--- src/cual_pkg.sv ---
// Shared types, codes and helper functions for the card identifier allow-list table.
`default_nettype none
package cual_pkg;

  localparam int TABLE_DEPTH_DEF = 16;
  localparam int ID_BYTES = 7;
  localparam int MASTER_ENTRIES = 2;
  localparam int ID_W = 56;
  localparam int LEN_W = 3;
  localparam int CFG_W = 64;
  localparam int COUNT_OUT_W = 5;

  typedef enum logic [2:0] {
    CMD_CHECK     = 3'd0,
    CMD_ADD       = 3'd1,
    CMD_ADD_NOMST = 3'd2,
    CMD_REMOVE    = 3'd3,
    CMD_CLEAR     = 3'd4
  } cmd_e;

  typedef enum logic [1:0] {
    ST_DONE      = 2'd0,
    ST_FULL      = 2'd1,
    ST_NOT_FOUND = 2'd2,
    ST_MASTER    = 2'd3
  } status_e;

  typedef enum logic [1:0] {
    TOK_CHECK  = 2'd0,
    TOK_ADD    = 2'd1,
    TOK_REMOVE = 2'd2
  } tok_op_e;

  typedef enum logic {
    CFG_MASTER_A = 1'b0,
    CFG_MASTER_B = 1'b1
  } cfg_idx_e;

  typedef struct packed {
    logic [2:0]       command;
    logic [ID_W-1:0]  card_id;
    logic [LEN_W-1:0] card_len;
  } req_t;

  typedef struct packed {
    logic [1:0]             status;
    logic                   is_listed;
    logic                   is_master;
    logic [COUNT_OUT_W-1:0] entry_count;
  } rsp_t;

  typedef struct packed {
    logic [ID_W-1:0]  id;
    logic [LEN_W-1:0] len;
  } entry_t;

  typedef struct packed {
    tok_op_e          op;
    logic [ID_W-1:0]  id;
    logic [LEN_W-1:0] len;
    logic             found;
  } tok_t;

  function automatic logic [ID_W-1:0] byte_mask(input logic [LEN_W-1:0] len);
    logic [ID_W-1:0] mask;
    mask = '0;
    for (int b = 0; b < ID_W / 8; b++) begin
      if ((b < int'(len)) && (b < ID_BYTES)) begin
        mask[b*8 +: 8] = 8'hFF;
      end
    end
    return mask;
  endfunction

  function automatic logic master_match(input logic [CFG_W-1:0] mreg,
                                        input logic [ID_W-1:0] id,
                                        input logic [LEN_W-1:0] len);
    logic len_ok;
    logic id_ok;
    len_ok = (mreg[7:0] == {5'd0, len});
    id_ok  = ((mreg[CFG_W-1:8] & byte_mask(len)) == id);
    return len_ok && id_ok;
  endfunction

endpackage
`default_nettype wire

--- src/cual_cell.sv ---
// One table cell: holds one entry and passes the request token to its neighbor.
`default_nettype none
module cual_cell #(
  parameter int CELL_INDEX = 0,
  parameter int CW = 5
) (
  input  wire logic            clk_i,
  input  wire logic            rst_ni,
  input  wire logic [CW-1:0]   count_i,
  input  wire logic            tok_valid_i,
  input  wire cual_pkg::tok_t  tok_i,
  input  wire cual_pkg::entry_t next_entry_i,
  output logic                 tok_valid_o,
  output cual_pkg::tok_t       tok_o,
  output cual_pkg::entry_t     entry_o
);

  localparam logic [CW-1:0] Idx = CW'(CELL_INDEX);

  cual_pkg::entry_t entry_q;
  cual_pkg::tok_t   tok_q;
  logic             tok_valid_q;
  logic             match;
  logic             found;

  assign match = (Idx < count_i) && (entry_q.id == tok_i.id) && (entry_q.len == tok_i.len);
  assign found = tok_i.found | match;

  always_ff @(posedge clk_i) begin
    if (tok_valid_i) begin
      if ((tok_i.op == cual_pkg::TOK_REMOVE) && found) begin
        entry_q <= next_entry_i;
      end else if ((tok_i.op == cual_pkg::TOK_ADD) && (Idx == count_i)) begin
        entry_q.id  <= tok_i.id;
        entry_q.len <= tok_i.len;
      end
    end
  end

  always_ff @(posedge clk_i or negedge rst_ni) begin
    if (!rst_ni) begin
      tok_valid_q <= 1'b0;
    end else begin
      tok_valid_q <= tok_valid_i;
    end
  end

  always_ff @(posedge clk_i) begin
    if (tok_valid_i) begin
      tok_q <= '{op: tok_i.op, id: tok_i.id, len: tok_i.len, found: found};
    end
  end

  assign tok_valid_o = tok_valid_q;
  assign tok_o       = tok_q;
  assign entry_o     = entry_q;

endmodule
`default_nettype wire

--- src/card_uid_allowlist_table_core.sv ---
// Top level of the card identifier allow-list table: command control and the cell chain.
// A request passes once through the chain, one cell per cycle; the result strobe
// is registered after the token leaves the last cell.
// One request at a time: busy is high until the result is shown, so a new request
// is taken only once the previous result is shown. The result is held for one cycle only,
// since the receiver cannot stall.
// Reset empties the table and clears both master card registers to zero.
`default_nettype none
module card_uid_allowlist_table_core #(
  parameter int TABLE_DEPTH = cual_pkg::TABLE_DEPTH_DEF
) (
  input  wire logic                      clk_i,
  input  wire logic                      rst_ni,
  input  wire logic                      start,
  output logic                           busy,
  input  wire cual_pkg::req_t            req_i,
  output logic                           rsp_valid_o,
  output cual_pkg::rsp_t                 rsp_o,
  input  wire logic                      cfg_we_i,
  input  wire logic                      cfg_idx_i,
  input  wire logic [cual_pkg::CFG_W-1:0] cfg_wdata_i
);

  localparam int CW = $clog2(TABLE_DEPTH + 1);
  localparam logic [CW-1:0] DepthC = CW'(TABLE_DEPTH);

  logic [cual_pkg::CFG_W-1:0] master_a_q;
  logic [cual_pkg::CFG_W-1:0] master_b_q;
  logic [CW-1:0]              count_q;
  logic [CW-1:0]              count_d;
  logic                       busy_q;
  logic                       tok_valid_q;
  cual_pkg::tok_t             tok_q;
  cual_pkg::cmd_e             cmd_q;
  logic                       master_q;
  logic                       rsp_valid_q;
  cual_pkg::rsp_t             rsp_q;
  cual_pkg::status_e          status_d;

  logic [cual_pkg::ID_W-1:0]  id_m;
  logic                       master_hit;
  cual_pkg::tok_op_e          op_d;
  logic                       accept;
  logic                       finish;

  logic                       tok_valid [TABLE_DEPTH+1];
  cual_pkg::tok_t             tok       [TABLE_DEPTH+1];
  cual_pkg::entry_t           entry     [TABLE_DEPTH];

  assign accept = start && !busy_q;
  assign id_m   = req_i.card_id & cual_pkg::byte_mask(req_i.card_len);
  assign master_hit =
      ((cual_pkg::MASTER_ENTRIES >= 1) && cual_pkg::master_match(master_a_q, id_m, req_i.card_len))
   || ((cual_pkg::MASTER_ENTRIES >= 2) && cual_pkg::master_match(master_b_q, id_m, req_i.card_len));

  always_comb begin
    unique case (req_i.command)
      cual_pkg::CMD_ADD:       op_d = cual_pkg::TOK_ADD;
      cual_pkg::CMD_ADD_NOMST: op_d = master_hit ? cual_pkg::TOK_CHECK : cual_pkg::TOK_ADD;
      cual_pkg::CMD_REMOVE:    op_d = cual_pkg::TOK_REMOVE;
      default:                 op_d = cual_pkg::TOK_CHECK;
    endcase
  end

  assign tok_valid[0] = tok_valid_q;
  assign tok[0]       = tok_q;
  assign finish       = tok_valid[TABLE_DEPTH];

  for (genvar i = 0; i < TABLE_DEPTH; i++) begin : g_cell
    cual_cell #(
      .CELL_INDEX(i),
      .CW        (CW)
    ) u_cell (
      .clk_i       (clk_i),
      .rst_ni      (rst_ni),
      .count_i     (count_q),
      .tok_valid_i (tok_valid[i]),
      .tok_i       (tok[i]),
      .next_entry_i(entry[(i == TABLE_DEPTH - 1) ? i : i + 1]),
      .tok_valid_o (tok_valid[i+1]),
      .tok_o       (tok[i+1]),
      .entry_o     (entry[i])
    );
  end

  always_comb begin
    count_d  = count_q;
    status_d = cual_pkg::ST_DONE;
    case (cmd_q) inside
      cual_pkg::CMD_ADD_NOMST, cual_pkg::CMD_ADD: begin
        if ((cmd_q == cual_pkg::CMD_ADD_NOMST) && master_q) begin
          status_d = cual_pkg::ST_MASTER;
        end else if (count_q >= DepthC) begin
          status_d = cual_pkg::ST_FULL;
        end else begin
          count_d = count_q + CW'(1);
        end
      end
      cual_pkg::CMD_REMOVE: begin
        if (tok[TABLE_DEPTH].found) begin
          count_d = count_q - CW'(1);
        end else begin
          status_d = cual_pkg::ST_NOT_FOUND;
        end
      end
      cual_pkg::CMD_CLEAR: count_d = '0;
      default: ;
    endcase
  end

  always_ff @(posedge clk_i or negedge rst_ni) begin
    if (!rst_ni) begin
      master_a_q  <= '0;
      master_b_q  <= '0;
      count_q     <= '0;
      busy_q      <= 1'b0;
      tok_valid_q <= 1'b0;
      rsp_valid_q <= 1'b0;
    end else begin
      if (cfg_we_i) begin
        if (cfg_idx_i == cual_pkg::CFG_MASTER_A) begin
          master_a_q <= cfg_wdata_i;
        end else begin
          master_b_q <= cfg_wdata_i;
        end
      end
      tok_valid_q <= accept;
      rsp_valid_q <= finish;
      if (accept) begin
        busy_q <= 1'b1;
      end else if (finish) begin
        busy_q <= 1'b0;
      end
      if (finish) begin
        count_q <= count_d;
      end
    end
  end

  always_ff @(posedge clk_i) begin
    if (accept) begin
      tok_q.op    <= op_d;
      tok_q.id    <= id_m;
      tok_q.len   <= req_i.card_len;
      tok_q.found <= 1'b0;
      cmd_q       <= cual_pkg::cmd_e'(req_i.command);
      master_q    <= master_hit;
    end
    if (finish) begin
      rsp_q.status      <= status_d;
      rsp_q.is_listed   <= tok[TABLE_DEPTH].found;
      rsp_q.is_master   <= master_q;
      rsp_q.entry_count <= cual_pkg::COUNT_OUT_W'(count_d);
    end
  end

  assign busy        = busy_q;
  assign rsp_valid_o = rsp_valid_q;
  assign rsp_o       = rsp_q;

endmodule
`default_nettype wire
--- config.mk ---
export PLATFORM = sky130hd
export DESIGN_NAME = card_uid_allowlist_table_core
export DESIGN_NICKNAME = d
export VERILOG_FILES = /design/src/cual_pkg.sv /design/src/cual_cell.sv /design/src/card_uid_allowlist_table_core.sv
export SDC_FILE = /design/constraint.sdc
export NUM_CORES = 2
export LEC_CHECK = 0
export BUFFER_PORTS_ARGS = -buffer_cell sky130_fd_sc_hd__buf_2
export CAP_MARGIN = 10
export CORE_ASPECT_RATIO = 0.6
export CORE_MARGIN = 8
export CORE_UTILIZATION = 55
export CTS_BUF_LIST = sky130_fd_sc_hd__clkbuf_16
export CTS_CLUSTER_DIAMETER = 30
export DETAILED_ROUTE_END_ITERATION = 10
export PLACE_DENSITY = 0.8
export SYNTH_ARGS = -nofsm -noshare
export SYNTH_HDL_FRONTEND = slang
export SYNTH_SLANG_ARGS = --single-unit
--- constraint.sdc ---
create_clock -name clk_i -period 11.45 [get_ports clk_i]
set_clock_uncertainty 0.15 [all_clocks]
set_input_delay 1.145 -clock clk_i [delete_from_list [all_inputs] [get_ports clk_i]]
set_output_delay 1.145 -clock clk_i [all_outputs]
set_load 0.005 [all_outputs]
# Yosys cells after proc, flatten, opt, wreduce, memory -nomap -nowiden
# Index checks and enable logic that the tools add are counted.
[totals]
out_inout_bits = 11
register_bits = 2101
in_bits = 131
word_cells = 418
[op_classes]
magnitude_cmp = 24
mux = 52
n_addsub = 2
n_reduce_logical = 106
n_bitwise = 20
n_eq_ne = 90
[ops]
columns = ["op", "count"]
rows = [
  ["59-bit two-way mux", 30],
  ["56-bit equality test", 18],
  ["56-bit AND", 3],
  ["1-bit logical AND", 68],
  ["8-bit two-way mux", 7],
  ["3-bit equality test", 16],
  ["4-bit by 5-bit equality test with 1-bit output, first input constant", 8],
  ["4-bit by 5-bit < comparator with 1-bit output, first input constant", 8],
  ["2-bit AND reduction", 17],
  ["2-bit by 1-bit equality test with 1-bit output, second input constant", 16],
  ["2-bit equality test, second input constant", 16],
  ["2-bit nonzero test", 16],
  ["5-bit two-way mux", 6],
  ["3-bit by 5-bit equality test with 1-bit output, first input constant", 4],
  ["3-bit by 5-bit < comparator with 1-bit output, first input constant", 4],
  ["8-bit by 3-bit equality test with 1-bit output", 2],
  ["1-bit bitwise OR", 15],
  ["3-bit by 2-bit equality test with 1-bit output, second input constant", 4],
  ["2-bit by 5-bit equality test with 1-bit output, first input constant", 2],
  ["1-bit by 5-bit < comparator with 1-bit output, first input constant", 2],
  ["2-bit by 5-bit < comparator with 1-bit output, first input constant", 2],
  ["3-bit < comparator, first input constant", 3],
  ["2-bit two-way mux", 4],
  ["3-bit by 1-bit equality test with 1-bit output, second input constant", 2],
  ["other kinds (15)", 21],
]

# Depth between registers and ports, before layout
[depth]
word_depth = 8
depth_mapped = 10
ltp_nobuf = 7

# Modules after synthesis
# A second synthesis with hierarchy kept.
[hier_totals]
cells_unflattened = 5126
hier_area_um2 = 93457.1
[modules_own_cells]
columns = ["mod", "area_per_inst_um2", "n_inst", "seq_area_each_um2", "cells_each"]
rows = [
  ["card_uid_allowlist_table_core", 9400.3, 1, 5625.4, 688],
  ["cual_cell at g_cell[9].u_cell", 5467.7, 1, 3658.5, 294],
  ["cual_cell at g_cell[8].u_cell", 5417.7, 1, 3658.5, 286],
  ["cual_cell at g_cell[11].u_cell", 5412.7, 1, 3658.5, 275],
  ["cual_cell at g_cell[7].u_cell", 5411.4, 1, 3658.5, 285],
  ["cual_cell at g_cell[1].u_cell", 5375.2, 1, 3658.5, 272],
  ["cual_cell at g_cell[15].u_cell", 5372.7, 1, 3658.5, 278],
  ["cual_cell at g_cell[0].u_cell", 5365.1, 1, 3658.5, 276],
  ["cual_cell at g_cell[12].u_cell", 5341.4, 1, 3658.5, 275],
  ["cual_cell at g_cell[5].u_cell", 5153.7, 1, 3658.5, 276],
  ["cual_cell at g_cell[3].u_cell", 5146.2, 1, 3658.5, 275],
  ["cual_cell at g_cell[10].u_cell", 5119.9, 1, 3658.5, 274],
  ["cual_cell at g_cell[6].u_cell", 5099.9, 1, 3658.5, 274],
  ["cual_cell at g_cell[14].u_cell", 5096.1, 1, 3658.5, 273],
  ["+3 rows", "n/a", "n/a", "n/a", "n/a"],
]

# Least setup slack after synthesis
# No wires, ideal clock.
[synth_timing]
path_kind = "register to register"
from = "register count_q[1]"
to = "register g_cell[1].u_cell.entry_q, in the netlist g_cell[1].u_cell.entry_o[0] (enable)"
setup_slack_ps = 4584
stages_incl_launch_ff = 10
arrival_time_ps = 6150
required_ps = 10734
path_cell_list = "dfrtp_1 -> buf_2 -> inv_1 -> ha_1 -> o21bai_1 -> a2111oi_0 -> a31o_2 -> nand3b_1 -> buf_2 -> a21boi_0"
[synth_between]
elab_chain_cells = 7
word_cells_on_any_way = 9
classes_between = "1 x order compare; 1 x eq/ne; 1 x bitwise; 6 x reduce/logical"
[synth_lines]
columns = ["element", "line_no", "source"]
rows = [
  ["from (decl)", "card_uid_allowlist_table_core.sv:29", "logic [CW-1:0] count_q;"],
  ["from (signal assigned)", "card_uid_allowlist_table_core.sv:135", "count_q <= count_d;"],
  ["1-bit by 5-bit < comparator with 1-bit output", "cual_cell.sv:26", "assign match = (Idx < count_i) && (entry_q.id == tok_i.id) && (entry_q.len == tok_i.len);"],
  ["1-bit logical AND (2 in series)", "cual_cell.sv:26", ""],
  ["1-bit bitwise OR", "cual_cell.sv:27", "assign found = tok_i.found | match;"],
  ["via g_cell[1].u_cell.found", "cual_cell.sv:24", "logic found;"],
  ["1-bit logical AND", "cual_cell.sv:31", "if ((tok_i.op == cual_pkg::TOK_REMOVE) && found) begin"],
  ["2-bit nonzero test (no source line)", "n/a", ""],
  ["2-bit AND reduction (no source line)", "n/a", ""],
  ["to (signal assigned)", "cual_cell.sv:32", "entry_q <= next_entry_i;"],
  ["to (decl)", "cual_cell.sv:20", "cual_pkg::entry_t entry_q;"],
]
# The timed path passes the listed nets, and every way through them passes these cells.
# A chain may end at the register's enable or synchronous reset.

# Worst setup path after layout
[layout_timing]
from = "register count_q[4]"
to = "register g_cell[13].u_cell.entry_q, in the netlist g_cell[13].u_cell.entry_o[55] (enable)"
[layout_between]
elab_chain_cells = 7
word_cells_on_any_way = 9
classes_between = "1 x order compare; 1 x eq/ne; 1 x bitwise; 6 x reduce/logical"
[layout_lines]
columns = ["element", "line_no"]
rows = [
  ["4-bit by 5-bit < comparator with 1-bit output", "cual_cell.sv:26"],
  ["1-bit logical AND (2 in series)", "cual_cell.sv:26"],
  ["1-bit bitwise OR", "cual_cell.sv:27"],
  ["via g_cell[13].u_cell.found", "cual_cell.sv:24"],
  ["1-bit logical AND", "cual_cell.sv:31"],
  ["2-bit nonzero test (no source line)", "n/a"],
  ["2-bit AND reduction (no source line)", "n/a"],
  ["to (signal assigned)", "cual_cell.sv:32"],
  ["to (decl)", "cual_cell.sv:20"],
]
# The timed path passes the listed nets, and every way through them passes these cells.

==> impl_metrics.csv <==
group,metric,value,unit
run_status,outcome,"completed",
sta,whs,162,ps
route,post-route-drc-count,0,
sta,fin_ws,6290,ps
setup_path,required,11820,ps
synth,netlist_area,87600,um^2
die,fp-row-count,113,
route,wirelength,253000,um
route,routedWlPerCell,32.7,um
sta,fmax,194,MHz
die,die_w,531,um
global_route,grtUsageMet2,29.9,%
placement,dp_hpwl,191000,um
sta,drv_slew,0,
die,die-area,173000,um^2
synth,synth-seq-cells,2101,
global_route,met1_usage,46.4,%
die,die_height,325,um
finish,stdcell_area,101000,um^2
clock_network,ctsHtreeMaxLevel,5,
clock_network,clk_latency,920,ps
global_route,grt_use_met3,20.8,%
synth,syn_inst,4984,
die,io_pins,142,
global_route,grt_usage,28.8,%
synth,yosysWarnings,0,
placement,dp_slack,6390,ps
sta,rsz0062_at_grt,"no",
setup_path,crit_path_start_kind,"register",
power_and_ir_drop,vdd_ir_drop_max,0.134,mV
global_route,grt_max_degree,88,
placement,io_buffer_count,141,
finish,post-route-util,63.9,%
clock_network,cts_buffer_depth,4,
global_route,first_global_vias,47200,
route,firstDrtPassIters,8,
finish,fill_cells,10600,
finish,nNetsFinal,5515,
finish,drive_gt1_share,31.3,%
flow_run,cap_violations,0,
route,routed-via-count,49100,
setup_path,path_buf_inv,1,
sta,hold_violations,0,
setup_path,crit_path_end_kind,"register",
clock_network,clk_pin_slew,60,ps
global_route,grt_antenna_before_repair,27,
synth,syn_nets,5120,
placement,dpl-instance-area,91100,um^2
synth,synth_edf_count,1949,
sta,min_period,5160,ps
sta,setup_viol,0,
setup_path,crit_family,"compound AO/OA/AOI/OAI gates",
setup_path,cp.arrival,5540,ps
clock_network,post-cts-setup-buffer-count,0,
route,drtIter0Drc,8028,
route,avgViaCountPerCell,6.34,
synth,syn_avg_cell_area,17.6,um^2
clock_network,hold_buffers,0,
synth,synth_cell_type_count,61,
setup_path,cp_slowest_cell,"a2111oi_0",
die,core_area,158000,um^2
setup_path,crit_type,"register to register",
worst_hold_path,min_path_type,"input port to asynchronous set/reset pin",
synth,ys.flop_type,"edfxtp_1",
clock_network,numCtsBuffers,305,
global_route,grt_pass1_wl,356000,um
die,start_util,55.3,%
clock_network,cts.sinks,2101,
setup_path,path_cells,"nor2b_1 > a2111oi_0 > nand4_1 > nor4_1 > a31o_2 > and3b_2 > o21a_2 > buf_4",
setup_path,critical_path.max_stage_delay,1020,ps
power_and_ir_drop,totalPowerFinal,18.3,mW
global_route,grt_busiest_layer,"met1",
clock_network,root_buffer,"clkbuf_16",
power_and_ir_drop,p_per_area,181,nW/um^2
synth,seq_area_frac_synth,71.2,%
placement,dp_cells,7193,
finish,fin_cells,7738,
sta,maxSlewHeadroom,5.52,%
setup_path,critical_path.max_fanout,54,
clock_network,cts_tree,"built",
route,ant_nets,0,
clock_network,cts_resized,0,
global_route,gr-total-overflow,0,
sta,tightest_slew,1420,ps
power_and_ir_drop,p_leak,33.9,nW
sta,fin_tns_setup,0,ps
placement,gp_congestion,1.02,
synth,synth-async-reset-ratio,7.23,%
sta,fin_crit_sh,45.1,%
finish,syn2layout_area_growth,15.5,%
## cell families (layout without fill, tap and decap cells)
logic type | Yosys count | after routing | share of synthesized area (%)
other | 0 | 4 | 0
buffers and inverters | 201 | 824 | 0.942
adder cells (fa/ha/maj) | 5 | 5 | 0.0714
flip-flops | 2101 | 2101 | 71.2
multiplexers | 1014 | 1014 | 13.0
AO/OA/AOI/OAI | 156 | 156 | 1.32
XOR/XNOR | 988 | 988 | 9.88
AND/OR/NAND/NOR | 519 | 519 | 3.56
## cells in the mapped netlist, drive strengths merged, types with 20 or more instances
cell / instances / area [um^2]
clkbuf: 36 / 135
nand2: 30 / 113
xor2: 530 / 4640
nor2: 26 / 97.6
nand4: 141 / 882
nor4: 157 / 982
dfrtp: 152 / 3800
buf: 88 / 400
nor3: 21 / 105
nor2b: 35 / 219
mux2: 1013 / 11400
edfxtp: 1949 / 58500
inv: 77 / 289
xnor2: 458 / 4010
o22ai: 21 / 131
and2: 20 / 125
## final cells by class
cell class                 count  area (um^2)  share of cell area, %
inverter                      77          289                  0.286
tap                         2127         2660                   2.63
timing repair buffer         212         1260                   1.24
antenna                        4         10.0                0.00990
multi-input combinational   2682        24600                   24.3
sequential                  2101        62300                   61.7
clock inverter               226         2220                   2.20
clock buffer                 309         7730                   7.65
## cells in the final DEF, fill, tap and decap left out, types with 26 or more instances in the layout
| cell | instances |
|---|---|
| bufinv_16 | 27 |
| clkbuf_16 | 309 |
| nand2_1 | 29 |
| clkinv_2 | 34 |
| nor4_1 | 153 |
| edfxtp_1 | 1949 |
| mux2_2 | 1008 |
| inv_1 | 103 |
| dfrtp_1 | 137 |
| nand4_1 | 141 |
| nor2b_1 | 33 |
| clkinv_1 | 27 |
| buf_4 | 66 |
| xnor2_1 | 457 |
| xor2_1 | 530 |
| buf_2 | 141 |
| inv_6 | 43 |
| clkinvlp_4 | 28 |
| nor2_1 | 26 |
## routing by layer
layer  routed length (um)  part of all wire, %
met5                   68                0.027
met4                 2850                  1.1
met3                55100                   22
met2                83800                   33
met1               111000                   44
## worst paths after layout
kind | cells after the start | from | endpoint | slack (ps)
worst min register to register | 0 | g_cell[6].u_cell.tok_valid_o | g_cell[7].u_cell.tok_valid_o | 280
worst max register to register | 8 | count_q[4] | g_cell[13].u_cell.entry_o[55] | 6290
min in group clk_i | 0 | g_cell[6].u_cell.tok_valid_o | g_cell[7].u_cell.tok_valid_o | 280
max in group asynchronous | 2 | rst_ni | g_cell[8].u_cell.tok_valid_o | 9410
worst max-delay path | 8 | count_q[4] | g_cell[13].u_cell.entry_o[55] | 6290
worst min-delay path | 1 | rst_ni | master_b_q[49] | 160
## state kept, by name, summed over array words and instances (netlist names), 3 cells and up
register                   count
g_cell.u_cell.tok_o          931
g_cell.u_cell.tok_valid_o     16
g_cell.u_cell.entry_o        944
rsp_o                          9
tok                           61
cmd_q                          3
count_q                        5
master_a_q                    64
master_b_q                    64
## worst register-to-register path, stage by stage, from the launching register on
cell       delay [ps]
dfrtp_1           770
nor2b_1           390
a2111oi_0        1020
nand4_1           290
nor4_1            330
a31o_2            250
and3b_2           550
o21a_2            340
buf_4             620
## where the power goes
group | switching [mW] | leakage (nW) | internal, mW | total (mW)
sequential | 0.127 | 19.4 | 8.46 | 8.59
clock | 3.58 | 4.92 | 5.60 | 9.19
combinational | 0.292 | 9.54 | 0.211 | 0.503
Power figures use the tool's default switching activity.
